`src/sv/cave_map_majority_smoother_defines.svh`:
```
// Assertion macros shared by the cave map smoother RTL.
`ifndef CAVE_MAP_MAJORITY_SMOOTHER_DEFINES_SVH
`define CAVE_MAP_MAJORITY_SMOOTHER_DEFINES_SVH

// Same-cycle implication, checked out of reset on clk.
`define CMMS_ASSERT_IMP(label, ante, cons) \
	label: assert property (@(posedge clk) disable iff (!arst_n) (ante) |-> (cons)) \
		else $error("cave map smoother: same-cycle check failed");

// Next-cycle implication, checked out of reset on clk.
`define CMMS_ASSERT_NXT(label, ante, cons) \
	label: assert property (@(posedge clk) disable iff (!arst_n) (ante) |=> (cons)) \
		else $error("cave map smoother: next-cycle check failed");

`endif

```
`src/sv/cmms_pkg.sv`:
```
// Shared constants, types and the cell decision function of the cave map smoother.
package cmms_pkg;

	localparam int MAX_LINE   = 128;
	localparam int MAX_LINES  = 256;
	localparam int COL_W      = $clog2(MAX_LINE);
	localparam int LEN_W      = 8;
	localparam int LINES_W    = 9;
	localparam int THR_W      = 4;
	localparam int CNT_W      = 4;
	localparam int CFG_IDX_W  = 3;
	localparam int CFG_DATA_W = 9;
	localparam int ROWS       = 3;
	localparam int CELLS      = 3;
	localparam int WIN_W      = ROWS * CELLS;

	localparam logic [LEN_W-1:0]   LINE_LENGTH_RST = LEN_W'(90);
	localparam logic [LINES_W-1:0] LINE_COUNT_RST  = LINES_W'(180);
	localparam logic [THR_W-1:0]   WALL_ABOVE_RST  = THR_W'(4);
	localparam logic [THR_W-1:0]   OPEN_BELOW_RST  = THR_W'(4);

	// Row 0 of every column, and the whole left column, as window masks.
	localparam logic [WIN_W-1:0] TOP_ROW_MASK  = 9'h049;
	localparam logic [WIN_W-1:0] LEFT_COL_MASK = 9'h007;

	typedef enum logic [CFG_IDX_W-1:0] {
		REG_LINE_LENGTH = 3'd0,
		REG_LINE_COUNT  = 3'd1,
		REG_WALL_ABOVE  = 3'd2,
		REG_OPEN_BELOW  = 3'd3,
		REG_TIE_MODE    = 3'd4
	} cfg_reg_t;

	typedef struct packed {
		logic             wr_en;
		logic [COL_W-1:0] wr_addr;
		logic [1:0]       wr_data;
		logic [COL_W-1:0] rd_addr;
	} ls_req_t;

	typedef struct packed {
		logic shift;
		logic clear;
	} cell_ctl_t;

	// Count walls in the window and apply the two thresholds.
	function automatic logic decide(input logic [WIN_W-1:0] w,
			input logic [THR_W-1:0] wall_above, input logic [THR_W-1:0] open_below,
			input logic tie);
		logic [CNT_W-1:0] cnt;
		cnt = '0;
		for (int k = 0; k < WIN_W; k++) begin
			cnt = cnt + CNT_W'(w[k]);
		end
		if (cnt > wall_above) begin
			return 1'b1;
		end else if (cnt < open_below) begin
			return 1'b0;
		end else begin
			return tie & w[4];
		end
	endfunction

endpackage

```
`src/sv/cave_map_majority_smoother.sv`:
```
// Top level of the cave map smoother: counters, window chain, line store and output register.
//
// Usage: stream a grid in raster order on the input channel (in_valid/in_stall),
// one cell per request with req_type 0 and cell_in 1 for wall. After the last cell,
// send line_length + 1 flush requests (req_type 1) to drain the remaining results;
// a flush before the frame's last cell is dropped without a result.
// Results leave on the output channel (out_valid/out_stall), one cell each; the
// result for a cell comes out one line plus one cell of requests after it, and
// last_cell marks the frame's final cell, after which a new frame may start.
// Throughput is one request per cycle while in_stall is low: the window count and
// decision fit between the line store read register and the output register. A
// result is visible in the cycle after the request that produces it is accepted.
// While out_stall holds a waiting result, in_stall is raised and nothing moves.
// The configuration port (cfg_valid/cfg_ready, always ready) writes the five
// registers; write them only between frames with nothing in flight.
// Reset clears the counters, window and out_valid and loads the configuration defaults;
// the line store needs no clearing since its first two lines are masked as outside the grid.
`include "cave_map_majority_smoother_defines.svh"

module cave_map_majority_smoother
	import cmms_pkg::*;
(
	input  logic                  clk,
	input  logic                  arst_n,
	input  logic                  in_valid,
	output logic                  in_stall,
	input  logic                  req_type,
	input  logic                  cell_in,
	output logic                  out_valid,
	input  logic                  out_stall,
	output logic                  new_cell,
	output logic                  last_cell,
	input  logic                  cfg_valid,
	output logic                  cfg_ready,
	input  logic [CFG_IDX_W-1:0]  cfg_index,
	input  logic [CFG_DATA_W-1:0] cfg_data
);

	logic [LEN_W-1:0]   line_length_q;
	logic [LINES_W-1:0] line_count_q;
	logic [THR_W-1:0]   wall_above_q;
	logic [THR_W-1:0]   open_below_q;
	logic               tie_mode_q;

	logic [COL_W-1:0]   col_pos_q;
	logic [LINES_W-1:0] line_pos_q;

	logic out_valid_q;
	logic new_cell_q;
	logic last_cell_q;

	logic [LEN_W-1:0]   eff_len;
	logic [LINES_W-1:0] eff_lines;
	logic in_acc, drain, ignore, act, v;
	logic eol, mid, endf, res_valid, res;
	logic wrap;
	logic [COL_W-1:0]   col_next;
	logic [LINES_W-1:0] line_next;
	logic [1:0]         rd_data;
	logic [ROWS-1:0]    col_new;
	logic [WIN_W-1:0]   win, w_eol, w_new;
	logic [ROWS-1:0]    cell_d [CELLS];
	logic [ROWS-1:0]    cell_q [CELLS];
	ls_req_t            ls_req;
	cell_ctl_t          cell_ctl;

	// Configuration registers
	assign cfg_ready = 1'b1;

	always_ff @(posedge clk or negedge arst_n) begin
		if (!arst_n) begin
			line_length_q <= LINE_LENGTH_RST;
			line_count_q  <= LINE_COUNT_RST;
			wall_above_q  <= WALL_ABOVE_RST;
			open_below_q  <= OPEN_BELOW_RST;
			tie_mode_q    <= 1'b0;
		end else if (cfg_valid && cfg_ready) begin
			case (cfg_reg_t'(cfg_index))
				REG_LINE_LENGTH: line_length_q <= cfg_data[LEN_W-1:0];
				REG_LINE_COUNT:  line_count_q  <= cfg_data[LINES_W-1:0];
				REG_WALL_ABOVE:  wall_above_q  <= cfg_data[THR_W-1:0];
				REG_OPEN_BELOW:  open_below_q  <= cfg_data[THR_W-1:0];
				REG_TIE_MODE:    tie_mode_q    <= cfg_data[0];
				default: ;
			endcase
		end
	end

	// Clamp the geometry into the supported range
	always_comb begin
		if (line_length_q < LEN_W'(3)) begin
			eff_len = LEN_W'(3);
		end else if (line_length_q > LEN_W'(MAX_LINE)) begin
			eff_len = LEN_W'(MAX_LINE);
		end else begin
			eff_len = line_length_q;
		end
		if (line_count_q < LINES_W'(3)) begin
			eff_lines = LINES_W'(3);
		end else if (line_count_q > LINES_W'(MAX_LINES)) begin
			eff_lines = LINES_W'(MAX_LINES);
		end else begin
			eff_lines = line_count_q;
		end
	end

	// Request handling
	assign in_stall = out_valid_q & out_stall;
	assign in_acc   = in_valid & ~in_stall;
	assign drain    = line_pos_q >= eff_lines;
	assign ignore   = req_type & ~drain;
	assign act      = in_acc & ~ignore;
	assign v        = drain | cell_in;

	assign eol  = (col_pos_q == '0) && (line_pos_q >= LINES_W'(2));
	assign endf = eol && ({1'b0, line_pos_q} >= ({1'b0, eff_lines} + (LINES_W + 1)'(1)));
	assign mid  = (col_pos_q != '0) && (line_pos_q != '0);

	assign win     = {cell_q[2], cell_q[1], cell_q[0]};
	assign col_new = {v, rd_data[0], rd_data[1]};

	// Treat positions outside the grid as walls
	always_comb begin
		w_eol = {{ROWS{1'b1}}, win[WIN_W-1:ROWS]};
		if (line_pos_q == LINES_W'(2)) begin
			w_eol = w_eol | TOP_ROW_MASK;
		end
		w_new = {col_new, win[WIN_W-1:ROWS]};
		if (col_pos_q == COL_W'(1)) begin
			w_new = w_new | LEFT_COL_MASK;
		end
		if (line_pos_q == LINES_W'(1)) begin
			w_new = w_new | TOP_ROW_MASK;
		end
	end

	assign res_valid = act & (eol | mid);
	assign res = eol ? decide(w_eol, wall_above_q, open_below_q, tie_mode_q)
	                 : decide(w_new, wall_above_q, open_below_q, tie_mode_q);

	// Position counters
	assign wrap = (LEN_W'(col_pos_q) + LEN_W'(1)) >= eff_len;

	always_comb begin
		col_next  = col_pos_q;
		line_next = line_pos_q;
		if (act) begin
			if (endf) begin
				col_next  = '0;
				line_next = '0;
			end else if (wrap) begin
				col_next  = '0;
				line_next = line_pos_q + LINES_W'(1);
			end else begin
				col_next  = col_pos_q + COL_W'(1);
			end
		end
	end

	always_ff @(posedge clk or negedge arst_n) begin
		if (!arst_n) begin
			col_pos_q  <= '0;
			line_pos_q <= '0;
		end else begin
			col_pos_q  <= col_next;
			line_pos_q <= line_next;
		end
	end

	// Line store: read ahead at the next column so the data waits in its register
	always_comb begin
		ls_req.wr_en   = act & ~endf;
		ls_req.wr_addr = col_pos_q;
		ls_req.wr_data = {rd_data[0], v};
		ls_req.rd_addr = col_next;
	end

	cmms_line_store u_line_store (
		.clk     (clk),
		.req     (ls_req),
		.rd_data (rd_data)
	);

	// Window: a chain of column cells, new column entering on the right
	assign cell_ctl.shift = act & ~endf;
	assign cell_ctl.clear = act & endf;

	for (genvar i = 0; i < CELLS; i++) begin : g_cell
		if (i == CELLS - 1) begin : g_head
			assign cell_d[i] = col_new;
		end else begin : g_link
			assign cell_d[i] = cell_q[i+1];
		end
		cmms_col_cell u_cell (
			.clk     (clk),
			.arst_n  (arst_n),
			.ctl     (cell_ctl),
			.col_in  (cell_d[i]),
			.col_out (cell_q[i])
		);
	end

	// Output register
	always_ff @(posedge clk or negedge arst_n) begin
		if (!arst_n) begin
			out_valid_q <= 1'b0;
		end else if (in_acc) begin
			out_valid_q <= res_valid;
		end else if (!out_stall) begin
			out_valid_q <= 1'b0;
		end
	end

	always_ff @(posedge clk) begin
		if (res_valid) begin
			new_cell_q  <= res;
			last_cell_q <= endf;
		end
	end

	assign out_valid = out_valid_q;
	assign new_cell  = new_cell_q;
	assign last_cell = last_cell_q;

	`CMMS_ASSERT_NXT(a_frame_end_clears, act && endf,
		col_pos_q == '0 && line_pos_q == '0 && win == '0)
	`CMMS_ASSERT_NXT(a_ignored_holds, in_acc && ignore,
		$stable(col_pos_q) && $stable(line_pos_q) && $stable(win))
	`CMMS_ASSERT_IMP(a_result_from_request, $rose(out_valid_q), $past(in_acc))

endmodule

```
`src/sv/cmms_col_cell.sv`:
```
// One column cell of the 3x3 window: holds three rows, passes them left on each shift.
module cmms_col_cell
	import cmms_pkg::*;
(
	input  logic            clk,
	input  logic            arst_n,
	input  cell_ctl_t       ctl,
	input  logic [ROWS-1:0] col_in,
	output logic [ROWS-1:0] col_out
);

	logic [ROWS-1:0] col_q;

	always_ff @(posedge clk or negedge arst_n) begin
		if (!arst_n) begin
			col_q <= '0;
		end else if (ctl.clear) begin
			col_q <= '0;
		end else if (ctl.shift) begin
			col_q <= col_in;
		end
	end

	assign col_out = col_q;

endmodule

```
`src/sv/cmms_line_store.sv`:
```
// Two-line buffer: one entry per column, bit 0 the previous line, bit 1 the line before.
module cmms_line_store
	import cmms_pkg::*;
(
	input  logic       clk,
	input  ls_req_t    req,
	output logic [1:0] rd_data
);

	logic [1:0] mem [MAX_LINE];
	logic [1:0] rd_q;

	always_ff @(posedge clk) begin
		if (req.wr_en) begin
			mem[req.wr_addr] <= req.wr_data;
		end
	end

	always_ff @(posedge clk) begin
		rd_q <= mem[req.rd_addr];
	end

	assign rd_data = rd_q;

endmodule

```
`config.mk`:
```
export PLATFORM = sky130hd
export DESIGN_NAME = cave_map_majority_smoother
export DESIGN_NICKNAME = d
export VERILOG_FILES = /design/src/sv/cmms_pkg.sv /design/src/sv/cave_map_majority_smoother.sv /design/src/sv/cmms_col_cell.sv /design/src/sv/cmms_line_store.sv
export VERILOG_INCLUDE_DIRS = /design/src /design/src/sv
export SDC_FILE = /design/constraint.sdc
export NUM_CORES = 1
export LEC_CHECK = 0
export ABC_AREA = 1
export BUFFER_PORTS_ARGS = -buffer_cell sky130_fd_sc_hd__buf_2
export CAP_MARGIN = 20
export CORE_ASPECT_RATIO = 1.4
export CORE_MARGIN = 4
export CORE_UTILIZATION = 40
export DETAILED_ROUTE_END_ITERATION = 8
export HOLD_SLACK_MARGIN = 0.15
export SKIP_LAST_GASP = 1
export SLEW_MARGIN = 5
export SYNTH_ARGS = -nofsm -noshare
export SYNTH_HDL_FRONTEND = slang
export SYNTH_SLANG_ARGS = --single-unit
```
`constraint.sdc`:
```
create_clock -name clk -period 16.5 [get_ports clk]
set_input_delay 3.3 -clock clk [delete_from_list [all_inputs] [get_ports clk]]
set_output_delay 3.3 -clock clk [all_outputs]
set_load 0.02 [all_outputs]
```
* Word-level counts from Yosys, hierarchy flattened
Memories as Yosys holds them, arrays and structs flattened. A register that Yosys moved wholly into a read port is not among the register bits.
Cells that the tools add are included.
** Storage, ports and cells
- Bits in latches :: 0
- ROM bits :: 0
- Flip-flop bits (word level) :: 51
- Word-level logic and storage cells :: 108
- Input bits :: 19
- Output and inout bits :: 5
- Memories kept :: 1
- Bits in writable memories :: 256
** Memories
- u_line_store.mem :: words 128, bits a word 2, read ports 1, clocked after memory_dff 1, wr ports 1, RTL line cmms_line_store.sv:10 : logic [1:0] mem [MAX_LINE];
** Operators by class
- Reductions and logical operators :: 15
- Shifts and indexed selects :: 0
- Div/mod/pow operators :: 0
- Bitwise operators :: 15
- Magnitude comparators :: 12
- Multiplexer cells :: 25
- $add $sub $neg :: 20
- Equal/unequal tests :: 8
- Multipliers :: 0
** Operators with widths (number)
- $mux W9 :: 4
- $add A4 B1 Y4 :: 7
- $mux W7 :: 4
- $mux W8 :: 2
- $mux W3 :: 5
- $add A4 B1 Y4 const B :: 3
- $reduce_and A2 Y1 :: 6
- $add A9 B1 Y10 const B :: 1
- $ge A9 B10 Y1 :: 1
- $add A9 B1 Y9 const B :: 1
- $and A1 B1 Y1 :: 9
- $eq A9 B1 Y1 const B :: 1
- $eq A9 B2 Y1 const B :: 1
- $ge A9 B2 Y1 const B :: 1
- $ge A9 B9 Y1 :: 1
- $gt A9 B9 Y1 const B :: 1
- $lt A9 B2 Y1 const B :: 1
- $mux W1 :: 9
- $reduce_bool A9 Y1 :: 1
- $add A3 B1 Y4 :: 2
- $add A7 B1 Y8 const B :: 1
- $ge A8 B8 Y1 :: 1
- $gt A4 B4 Y1 :: 2
- $gt A8 B8 Y1 const B :: 1
- 18 further kinds :: 29

* Logic depth before layout (Yosys ltp)
Gate-level depths: netlist (run 1).
- Depth after elaboration :: 15
- Gate-level depth with buffers :: 31
- Gate-level depth less buffers :: 30

* By module
A second synthesis (run 1) with hierarchy kept.
** Second synthesis, totals
- Cell total of the unflattened synthesis :: 1607
- Area, all modules :: 15366.0 um^2
** Modules (own cells, without submodules)
- cmms_line_store :: area each 11095.6 um^2, instances 1, seq. area each 7727.4 um^2, cells each 1041
- cave_map_majority_smoother :: area each 4025.1 um^2, instances 1, seq. area each 1148.6 um^2, cells each 538
- cmms_col_cell :: area each 122.6 um^2, instances 2, seq. area each 75.1 um^2, cells each 14

* Least setup slack after synthesis (run 1)
OpenSTA, ideal clock, no wires.
- Kind :: in2reg
- Start point :: input port cell_in
- End point :: register new_cell_q (netlist: new_cell), data pin
- Setup slack :: 8672 ps
- Cell stages on the path :: 16
- Setup time :: 265 ps
- Data arrival time :: 7563 ps
- Data required time :: 16235 ps
- Path buffers :: 0
- Cells stage by stage :: or2_2 fa_1 inv_1 fa_1 fa_1 inv_1 fa_1 inv_1 fa_1 inv_1 ha_1 a21boi_0 o211ai_1 nand2_1 a32oi_1 o21ai_0
** Between the ends
- Longest elaborated chain between the ends :: 6
- Elaborated cells between the ends (all ways) :: 7
- Those cells by class :: add/sub (1); order compare (2); mux (3); bitwise (1)
** Ends and longest elaborated chain
- from (decl) :: RTL line cave_map_majority_smoother.sv:28 : input logic cell_in,
- $or A1 B1 Y1 * :: RTL line cave_map_majority_smoother.sv:113 : assign v = drain | cell_in;
- $add A4 B1 Y4 * :: RTL line cmms_pkg.sv:53 : cnt = cnt + CNT_W'(w[k]);
- $lt A4 B4 Y1 :: RTL line cmms_pkg.sv:57 : end else if (cnt < open_below) begin
- $mux W1 :: RTL line cmms_pkg.sv:57
- $mux W1 * :: RTL line cmms_pkg.sv:55 : if (cnt > wall_above) begin
- $mux W1 * :: RTL line cave_map_majority_smoother.sv:138 : assign res = eol ? decide(w_eol, wall_above_q, open_below_q, tie_mode_q)
- net res :: RTL line cave_map_majority_smoother.sv:55 : logic eol, mid, endf, res_valid, res;
- to (signal assigned) :: RTL line cave_map_majority_smoother.sv:216 : new_cell_q <= res;
- to (decl) :: RTL line cave_map_majority_smoother.sv:49 : logic new_cell_q;
The timed path passes the listed nets; every way through them passes the cells marked *.
A chain may end at the register's enable or synchronous reset.

* Worst setup path after layout (run 1)
- Start point :: input port out_stall
- End point :: output port in_stall
** Between the ends
- Longest elaborated chain between the ends :: 1
** Ends and longest elaborated chain
- from (decl) :: RTL line cave_map_majority_smoother.sv:30 : input logic out_stall,
- $and A1 B1 Y1 :: RTL line cave_map_majority_smoother.sv:108 : assign in_stall = out_valid_q & out_stall;
- to (decl) :: RTL line cave_map_majority_smoother.sv:26 : output logic in_stall,
No other way between the ends.

==> results of run 1 <==
## path summary, 6_finish.rpt
| check | to | slack, ns | cells after the start |
|---|---|---|---|
| min in group asynchronous | open_below_q[1] | 2.84 | 2 |
| worst max-delay path | in_stall | 9.52 | 4 |
| worst max register to register | new_cell | 10.26 | 27 |
| worst min register to register | open_below_q[3] | 0.49 | 2 |
| max in group asynchronous | line_pos_q[6] | 13.20 | 2 |
| worst min-delay path | open_below_q[3] | 0.49 | 2 |
## registers in the layout, summed over array words and instances, names as in the netlist
name / flops
tie_mode_q: 1
wall_above_q: 4
g_cell.u_cell.col_out: 6
line_count_q: 9
u_line_store.mem: 256
open_below_q: 4
col_pos_q: 7
line_length_q: 8
u_line_store.rd_data: 2
line_pos_q: 9
new_cell: 1
last_cell: 1
out_valid: 1
## power breakdown
| group | switching (mW) | internal [mW] | total (mW) |
|---|---|---|---|
| combinational | 1.24 | 0.585 | 1.82 |
| sequential | 0.0579 | 1.03 | 1.08 |
| clock | 0.292 | 0.410 | 0.703 |
| total | 1.59 | 2.02 | 3.61 |
## routing by layer
metal	share of wire	wire, µm
met4	0.032	1210
met2	0.53	20000
met3	0.038	1420
met5	0	0
met1	0.40	15200
## per-stage QoR
stage          utilization  instances  power (mW)  hold WS [ns]
6_report             0.444       2315        3.61         0.488
5_1_grt              0.444       2315        3.92         0.532
4_1_cts              0.444       2315        3.63         0.489
3_5_place_dp         0.419       2259        2.93         0.474
3_3_place_gp         0.419       2259        2.87         0.472
2_1_floorplan            -       1757        2.47         0.437
## cell usage in the layout, fill, tap and decap left out, types with 3 or more instances in the layout
| cell type | n |
|---|---|
| o21ai_2 | 3 |
| dfrtp_1 | 39 |
| a31oi_1 | 4 |
| o22ai_1 | 4 |
| o211ai_1 | 6 |
| buf_2 | 22 |
| nand4_1 | 15 |
| inv_2 | 5 |
| clkinv_2 | 7 |
| dfstp_2 | 10 |
| xnor2_1 | 4 |
| clkbuf_1 | 3 |
| clkbuf_16 | 30 |
| a21boi_0 | 3 |
| edfxtp_1 | 258 |
| ha_1 | 54 |
| nor2_2 | 5 |
| nand2_2 | 6 |
| xor2_1 | 6 |
| clkinv_1 | 11 |
| nor2_1 | 170 |
| nand3_1 | 274 |
| a21oi_1 | 19 |
| nand2_4 | 3 |
| inv_1 | 329 |
| bufinv_16 | 5 |
| nor3_1 | 5 |
| nand2_1 | 383 |
| buf_4 | 15 |
| fa_1 | 8 |
| o21ai_0 | 41 |
| nand3b_1 | 8 |
## layout make-up
| class | instances | share of cell area |
|---|---|---|
| inverters | 337 | 0.0721 |
| well taps | 528 | 0.0377 |
| multi-input cells | 1048 | 0.305 |
| clock buffers | 33 | 0.0434 |
| clock inverters | 23 | 0.0140 |
| repair buffers | 37 | 0.0127 |
| flip-flops and latches | 309 | 0.515 |
## tightest hold or removal path, delay by kind of cell, from the launching register on
kind             cells  cell delay (ns)
flip-flops           1             0.34
AO/OA/AOI/OAI        1             0.06
AND/OR/NAND/NOR      1             0.05
## kinds of logic (layout without fill, tap and decap cells)
logic type | after synthesis | in the layout | share of synthesized area
and+or+nand+nor | 881 | 881 | 0.240
buffers and inverters | 400 | 430 | 0.104
DFF | 309 | 309 | 0.563
AOI/OAI and AO/OA | 94 | 94 | 0.0347
adders and majority gates | 62 | 62 | 0.0522
xor gates and xnor gates | 10 | 10 | 0.00546
other | 1 | 1 | 0.000234
==> out/metrics.cfg, run 1 <==
[die]
die-width_um=177
die_h_um=245
num_rows=86
dieArea_um2=43400
initial_core_util=0.406
design.core.area_um2=39500
ioPinCount=24

[global_routing]
gr-usage-met1=0.206
grt_pass1_wl_um=60300
track_usage=0.175
busiest_layer=met2
grt_util_met2=0.328
use_met3=0.0183
overflow=0
grt_max_degree=105
grt_pass1_vias=11500
antenna_found_initial=0

[sta]
period_share=0.423
slew_headroom=0.277
fin_crit_ns=6.98
hold_viol_final=0
tns_ns=0
rsz0062_at_grt=false
slew_violations=0
fmax_ghz=0.143
layout_setup_ws_ns=9.52
setup_viol=0
fin_skew_ns=0.0102
worst_pin_slew_ns=1.08

[drt]
vias=11500
ant_nets=0
routed_wl_um=37800
dr.pass1.iters=5
dr.first_iter.drc_count=645
drcViolationCount=0
viasPerCell=4.97
wl_per_cell_um=16.3

[setup_path]
cp.arrival_ns=3.68
cpPeakStageDelay_ns=0.15
r2r-start=line_count_q[1]
cp.required_ns=13.20
critPathMaxFanout=3
cpLargestDelayFamily=buffers and inverters
path_buf_inv=3
slowest_stage=buf_2
startpoint=out_stall
worstSetupStartpointType=primary input
critPathKind=primary input to output pin
worstSetupEndpointType=output pin
path_cells=buf_2 > nand2_1 > inv_1 > buf_2
path_common_cell=buf_2

[yosys]
synth-main-ff-cell=edfxtp_1
synth-seq-area-share=0.563
synth_most_common_cell=nand2_1
netlist_area_um2=16000
syn-num-nets=1838
syn_inst=1757
yosysWarnings=0
yosysUniqueCellTypes=53
yosys.area.top_type=edfxtp_1
ys_ff_latch=309
ys_top_cells_by_area=edfxtp_1 48%, nand2_1 9.0%, nand3_1 8.6%
ys_async_sr_fraction=0.159
synth_edf_count=258
synth_top_area_frac=0.483
synthTopCellsByCount=383 x nand2_1, 329 x inv_1, 274 x nand3_1
syn_area_per_cell_um2=9.12

[layout]
drive_gt1_frac=0.0705
regArea_um2=9030
final_area_um2=17500
fill_cells=3797
area.growth.synth_to_final_pct=9.44
n_antenna_cell=0
final_nets=1844
multi_input_area_um2=5350

[clock_tree]
clk_latency_ns=0.57
cts_sinks=309
cts.hold.buffers_added=0
cts_root_buf=clkbuf_16
cts_resized=0
cts.htree.levels=1
post_cts_buffers=0
cts_inserted_buffers=30
cts_tree=built
clockBufferDepth=3
cts.clk_slew.worst_paths_ns=0.06

[min_path]
hold_start=open_below_q[3]
hp-class=flop to flop

[place]
dp_hpwl_um=23900
gp_congestion=0.873
placed_area_um2=16500
dpl_worst_slack_ns=8.92
io_buffers=22

[power_and_ir_drop]
ir_drop_mv=0.214
powerDensity_nw_per_um2=206
leakage_nw=7.61

[outcome]
status=finished, final reports clean

[job]
cap_violations=0

No activity file was read; power rests on OpenSTA's default activity.
==> inputs of run 2 (changes only) <==
--- a/config.mk
+++ b/config.mk
@@ -6,7 +6,7 @@
 export SDC_FILE = /design/constraint.sdc
 export NUM_CORES = 1
 export LEC_CHECK = 0
-export ABC_AREA = 1
+export ABC_AREA = 0
 export BUFFER_PORTS_ARGS = -buffer_cell sky130_fd_sc_hd__buf_2
 export CAP_MARGIN = 20
 export CORE_ASPECT_RATIO = 1.4
==> constraint.sdc (replaced) <==
create_clock -name clk -period 6.9 [get_ports clk]
set_input_delay 1.38 -clock clk [delete_from_list [all_inputs] [get_ports clk]]
set_output_delay 1.38 -clock clk [all_outputs]
set_load 0.02 [all_outputs]
==> run 2 against run 1 <==
Compared with the run above:
- flip-flop and latch count unchanged
- worst hold slack gained 0.016 ns
- design area down 5.4%
- largest cell class unchanged
- global-route usage increased by 1.7 points
- highest routed layer unchanged
- critical endpoint is now new_cell
- final cell count decreased by 22%
- clock skew grew 0.012 ns
- largest power group unchanged
- utilization grew 0.73 points
==> out/metrics.cfg, run 2 <==
[global_routing]
overflow=0
grt_max_degree=91
track_usage=0.193
antenna_found_initial=0
grt_pass1_wl_um=60800
grt_pass1_vias=10600

[sta]
hold_viol_final=0
rsz0062_at_grt=false
fin_crit_ns=6.04
slew_violations=0
setup_viol=0
period_share=0.876
worst_pin_slew_ns=1.11
slew_headroom=0.256
layout_setup_ws_ns=0.858
tns_ns=0
fmax_ghz=0.165
fin_skew_ns=0.0220

[setup_path]
cpLargestDelayFamily=adder cells
path_common_cell=fa_1
critPathMaxFanout=5
slowest_stage=or4_1
cpPeakStageDelay_ns=0.52
cp.arrival_ns=6.37
cp.required_ns=7.22
critPathKind=flop to flop
worstSetupStartpointType=flop
path_buf_inv=4
worstSetupEndpointType=flop

[layout]
final_cells=1805
layout_common_cells=258 x edfxtp_1, 192 x nand2_1, 169 x nor2_1, 62 x nand3_1, 54 x ha_1
regMostFlops=u_line_store.mem
area.growth.synth_to_final_pct=11.3
largest_reg_flops=256
n_antenna_cell=0
fill_cells=3444
final_nets=1394
drive_gt1_frac=0.126
final_common_cell=edfxtp_1
final_area_um2=16600
reg_top3=u_line_store.mem (256), line_count_q (9), line_pos_q (9)

[yosys]
ys_top_cells_by_area=edfxtp_1 52%, dfrtp_1 6.5%, nand2_1 4.8%
synthTopCellsByCount=258 x edfxtp_1, 192 x nand2_1, 169 x nor2_1
syn-num-nets=1366
syn_area_per_cell_um2=11.6
syn_inst=1285
synth_top_area_frac=0.519
netlist_area_um2=14900
synth_most_common_cell=edfxtp_1
yosys.area.top_type=edfxtp_1
ys_async_sr_fraction=0.159
yosysUniqueCellTypes=76
yosysWarnings=0
synth-seq-area-share=0.605
synth-main-ff-cell=edfxtp_1
ys_ff_latch=309
synth_edf_count=258

[place]
dpl_worst_slack_ns=0.830
place_inst=1745
dp_hpwl_um=26000
placed_area_um2=15600
io_buffers=22
gp_congestion=0.877

[clock_tree]
cts.hold.buffers_added=0
cts_sinks=309
cts_resized=0
cts_inserted_buffers=31
cts_root_buf=clkbuf_16
cts.htree.levels=1
cts_tree=built
clk_latency_ns=0.58
cts.clk_slew.worst_paths_ns=0.07
post_cts_buffers=0
clockBufferDepth=3

[job]
cap_violations=0

[drt]
viasPerCell=5.72
vias=10300
wl_per_cell_um=21.8
dr.first_iter.drc_count=910
ant_nets=0
drcViolationCount=0
routed_wl_um=39400
dr.pass1.iters=7

[outcome]
status=finished, final reports clean

[die]
num_rows=83
dieArea_um2=40500
ioPinCount=24
die_h_um=236
design.core.area_um2=36800
initial_core_util=0.406
die-width_um=171

[power_and_ir_drop]
leakage_nw=5.95
ir_drop_mv=0.269
finalPower_mw=7.59
powerDensity_nw_per_um2=457

[min_path]
hp-class=flop to flop

[run 2: changes by cell type in the layout (fill, tap and decap cells not counted), sizes merged, moves of 11 or more]
| cell | change |
|---|---|
| nand3 | -212 |
| mux2i | +42 |
| inv | -289 |
| mux2 | +29 |
| a21oi | +19 |
| a221oi | +11 |
| nor2b | +15 |
| nand2 | -200 |
| buf | +22 |
[run 2: power breakdown]
part / total [mW] / leakage, nW / switching [mW] / internal, mW
Sequential: 2.48 / 2.93 / 0.166 / 2.32
Clock: 1.58 / 0.446 / 0.715 / 0.863
Combinational: 3.52 / 2.58 / 2.20 / 1.32
[run 2: cells by family (layout without fill, tap and decap cells)]
logic type | count (synthesis) | count (layout) | share of synthesized area
compound gates | 203 | 203 | 0.0949
xor+xnor | 19 | 19 | 0.0112
fa+ha+maj | 62 | 62 | 0.0560
buf+inv | 112 | 165 | 0.0323
flops | 309 | 309 | 0.605
mux | 72 | 72 | 0.0516
other cells | 1 | 1 | 0.000251
simple gates | 507 | 507 | 0.149
[run 2: per-stage QoR]
stage / utilization / hold WS [ns]
after floorplan: - / 0.450
after global placement: 0.425 / 0.495
after detailed placement: 0.425 / 0.490
after CTS: 0.451 / 0.499
after global routing: 0.451 / 0.521
final: 0.451 / 0.504
[run 2: worst paths after layout]
kind / start / endpoint / slack, ns / depth (start not counted)
max: line_count_q[3] / new_cell / 0.86 / 26
min: u_line_store.rd_data[1] / g_cell[2].u_cell.col_out[0] / 0.50 / 1
max reg2reg: line_count_q[3] / new_cell / 0.86 / 26
min reg2reg: u_line_store.rd_data[1] / g_cell[2].u_cell.col_out[0] / 0.50 / 1
max in group asynchronous: arst_n / line_pos_q[6] / 5.53 / 2
min in group asynchronous: arst_n / open_below_q[1] / 0.91 / 2
[run 2: cell type report]
| cell class | instances | area (µm²) | share of cell area |
|---|---|---|---|
| sequential | 309 | 9030 | 0.544 |
| multi-input combinational | 864 | 5450 | 0.329 |
| clock buffer | 38 | 802 | 0.0483 |
| tap | 467 | 584 | 0.0352 |
| timing repair buffer | 60 | 415 | 0.0250 |
| inverter | 47 | 178 | 0.0107 |
| clock inverter | 20 | 135 | 0.00814 |
[run 2: per-layer routing]
layer	share of wire	vias up	track usage
met5	0	-	0.00124
li1	-	4755	-
met1	0.38	5102	0.230
met3	0.058	98	0.0276
met4	0.041	0	0.0807
met2	0.52	373	0.345
==> inputs of run 3 (changes only) <==
--- a/config.mk
+++ b/config.mk
@@ -6,7 +6,7 @@
 export SDC_FILE = /design/constraint.sdc
 export NUM_CORES = 1
 export LEC_CHECK = 0
-export ABC_AREA = 0
+export ABC_AREA = 1
 export BUFFER_PORTS_ARGS = -buffer_cell sky130_fd_sc_hd__buf_2
 export CAP_MARGIN = 20
 export CORE_ASPECT_RATIO = 1.4
==> run 3 against run 2 <==
Compared with the run above:
- sequential power up 5%
- largest cell class unchanged
- design area increased by 5.5%
- combinational power up 24%
- register-to-register slack better by 0.08 ns
- critical endpoint unchanged
- flip-flop and latch count did not move
- final cell count grew 28%
- critical path type unchanged
- utilization shrank 0.81 points
- wire length shrank 4.4%
- clock skew is 0.0052 ns higher
==> out/metrics.cfg, run 3 (synthesized netlist as in run 1, its figures left out) <==
[layout]
fill_cells=3793
final_cells=2315
final_nets=1848
reg_top3=u_line_store.mem (256), line_count_q (9), line_pos_q (9)
multi_input_area_um2=5350
n_antenna_cell=0
layout_common_cells=383 x nand2_1, 329 x inv_1, 274 x nand3_1, 258 x edfxtp_1, 170 x nor2_1
drive_gt1_frac=0.0711
regArea_um2=9030
area.growth.synth_to_final_pct=9.24
regMostFlops=u_line_store.mem
largest_reg_flops=256
final_common_cell=nand2_1

[clock_tree]
cts_root_buf=clkbuf_16
post_cts_buffers=0
cts_tree=built
cts_sinks=309
clockBufferDepth=3
cts_resized=0
cts.clk_slew.worst_paths_ns=0.07
cts.htree.levels=1
cts_inserted_buffers=30
cts.hold.buffers_added=0
clk_latency_ns=0.58

[sta]
tns_ns=0
slew_violations=0
slew_headroom=0.304
period_share=0.864
layout_setup_ws_ns=0.937
timing.hold.ws_ns=0.477
fmax_ghz=0.168
rsz0062_at_grt=false
fin_skew_ns=0.0272
setup_viol=0
fin_crit_ns=5.96
worst_pin_slew_ns=1.04
hold_viol_final=0

[place]
dp_hpwl_um=24200
dpl_worst_slack_ns=0.899
place_inst=2262
io_buffers=22
gp_congestion=0.851

[setup_path]
reg2reg_depth=27
r2r-start=line_count_q[1]
critPathKind=flop to flop
critPathMaxFanout=5
cp.arrival_ns=6.26
cp.required_ns=7.20
worstSetupEndpointType=flop
startpoint=line_count_q[1]
worstSetupStartpointType=flop

[die]
die-width_um=177
ioPinCount=24
initial_core_util=0.406
design.core.area_um2=39500
die_h_um=245
dieArea_um2=43400
num_rows=86

[global_routing]
grt_max_degree=103
grt_pass1_wl_um=59400
overflow=0
track_usage=0.174
grt_pass1_vias=11500
antenna_found_initial=0

[power_and_ir_drop]
finalPower_mw=8.55
powerDensity_nw_per_um2=488
leakage_nw=7.60
ir_drop_mv=0.631

[min_path]
hold_depth=2
hp-class=flop to flop
hold_start=u_line_store.rd_data[1]

[drt]
drcViolationCount=0
vias=11500
wl_per_cell_um=16.3
routed_wl_um=37700
ant_nets=0
viasPerCell=4.99
dr.first_iter.drc_count=703
dr.pass1.iters=5

[job]
cap_violations=0

[outcome]
status=finished, final reports clean

run 3: final cells by class:
class | count | area share
well taps | 528 | 0.0377
clock buffers | 44 | 0.0494
clock inverters | 8 | 0.00386
repair buffers | 41 | 0.0152
flip-flops and latches | 309 | 0.516
inverters | 337 | 0.0723
multi-input cells | 1048 | 0.306
run 3: per-stage QoR:
step,utilization,cell area [µm²]
floorplan,-,16000
global placement,0.419,16600
detailed placement,0.419,16600
CTS,0.443,17500
global route,0.443,17500
finish,0.443,17500
run 3: critical path: stages (launching register included):
cell and delay (ns):
dfrtp_1 0.40, nor4_1 0.29, a31oi_1 0.20, nor2_1 0.29, inv_1 0.08, ha_1 0.31, nand2_1 0.08, nand2_1 0.05
nand2_1 0.05, nand2_1 0.06, nand2_1 0.06, nand4_1 0.10, or2_4 0.28, fa_1 0.53, inv_1 0.05, fa_1 0.46
fa_1 0.50, inv_1 0.07, fa_1 0.43, inv_1 0.08, fa_1 0.41, inv_1 0.10, ha_1 0.22, a21boi_0 0.12
o211ai_1 0.16, nand2_1 0.08, a32oi_1 0.17, o21ai_0 0.09
run 3: path summary, 6_finish.rpt:
check / end / slack (ns)
worst max-delay path: new_cell / 0.94
max in group asynchronous: col_pos_q[5] / 5.53
worst max register to register: new_cell / 0.94
worst min-delay path: g_cell[2].u_cell.col_out[0] / 0.48
min in group asynchronous: g_cell[2].u_cell.col_out[0] / 0.93
worst min register to register: g_cell[2].u_cell.col_out[0] / 0.48
run 3: layer usage:
metal	track usage	wire, µm	up-vias
met5	0	0	-
met2	0.334	20200	244
met1	0.198	14800	5540
li1	-	-	5691
met4	0.0647	1250	0
met3	0.0157	1470	72
run 3: power breakdown:
| part | internal (mW) | switching (mW) |
|---|---|---|
| combinational | 1.42 | 2.94 |
| clock | 0.897 | 0.679 |
| sequential | 2.45 | 0.161 |
| total | 4.77 | 3.78 |
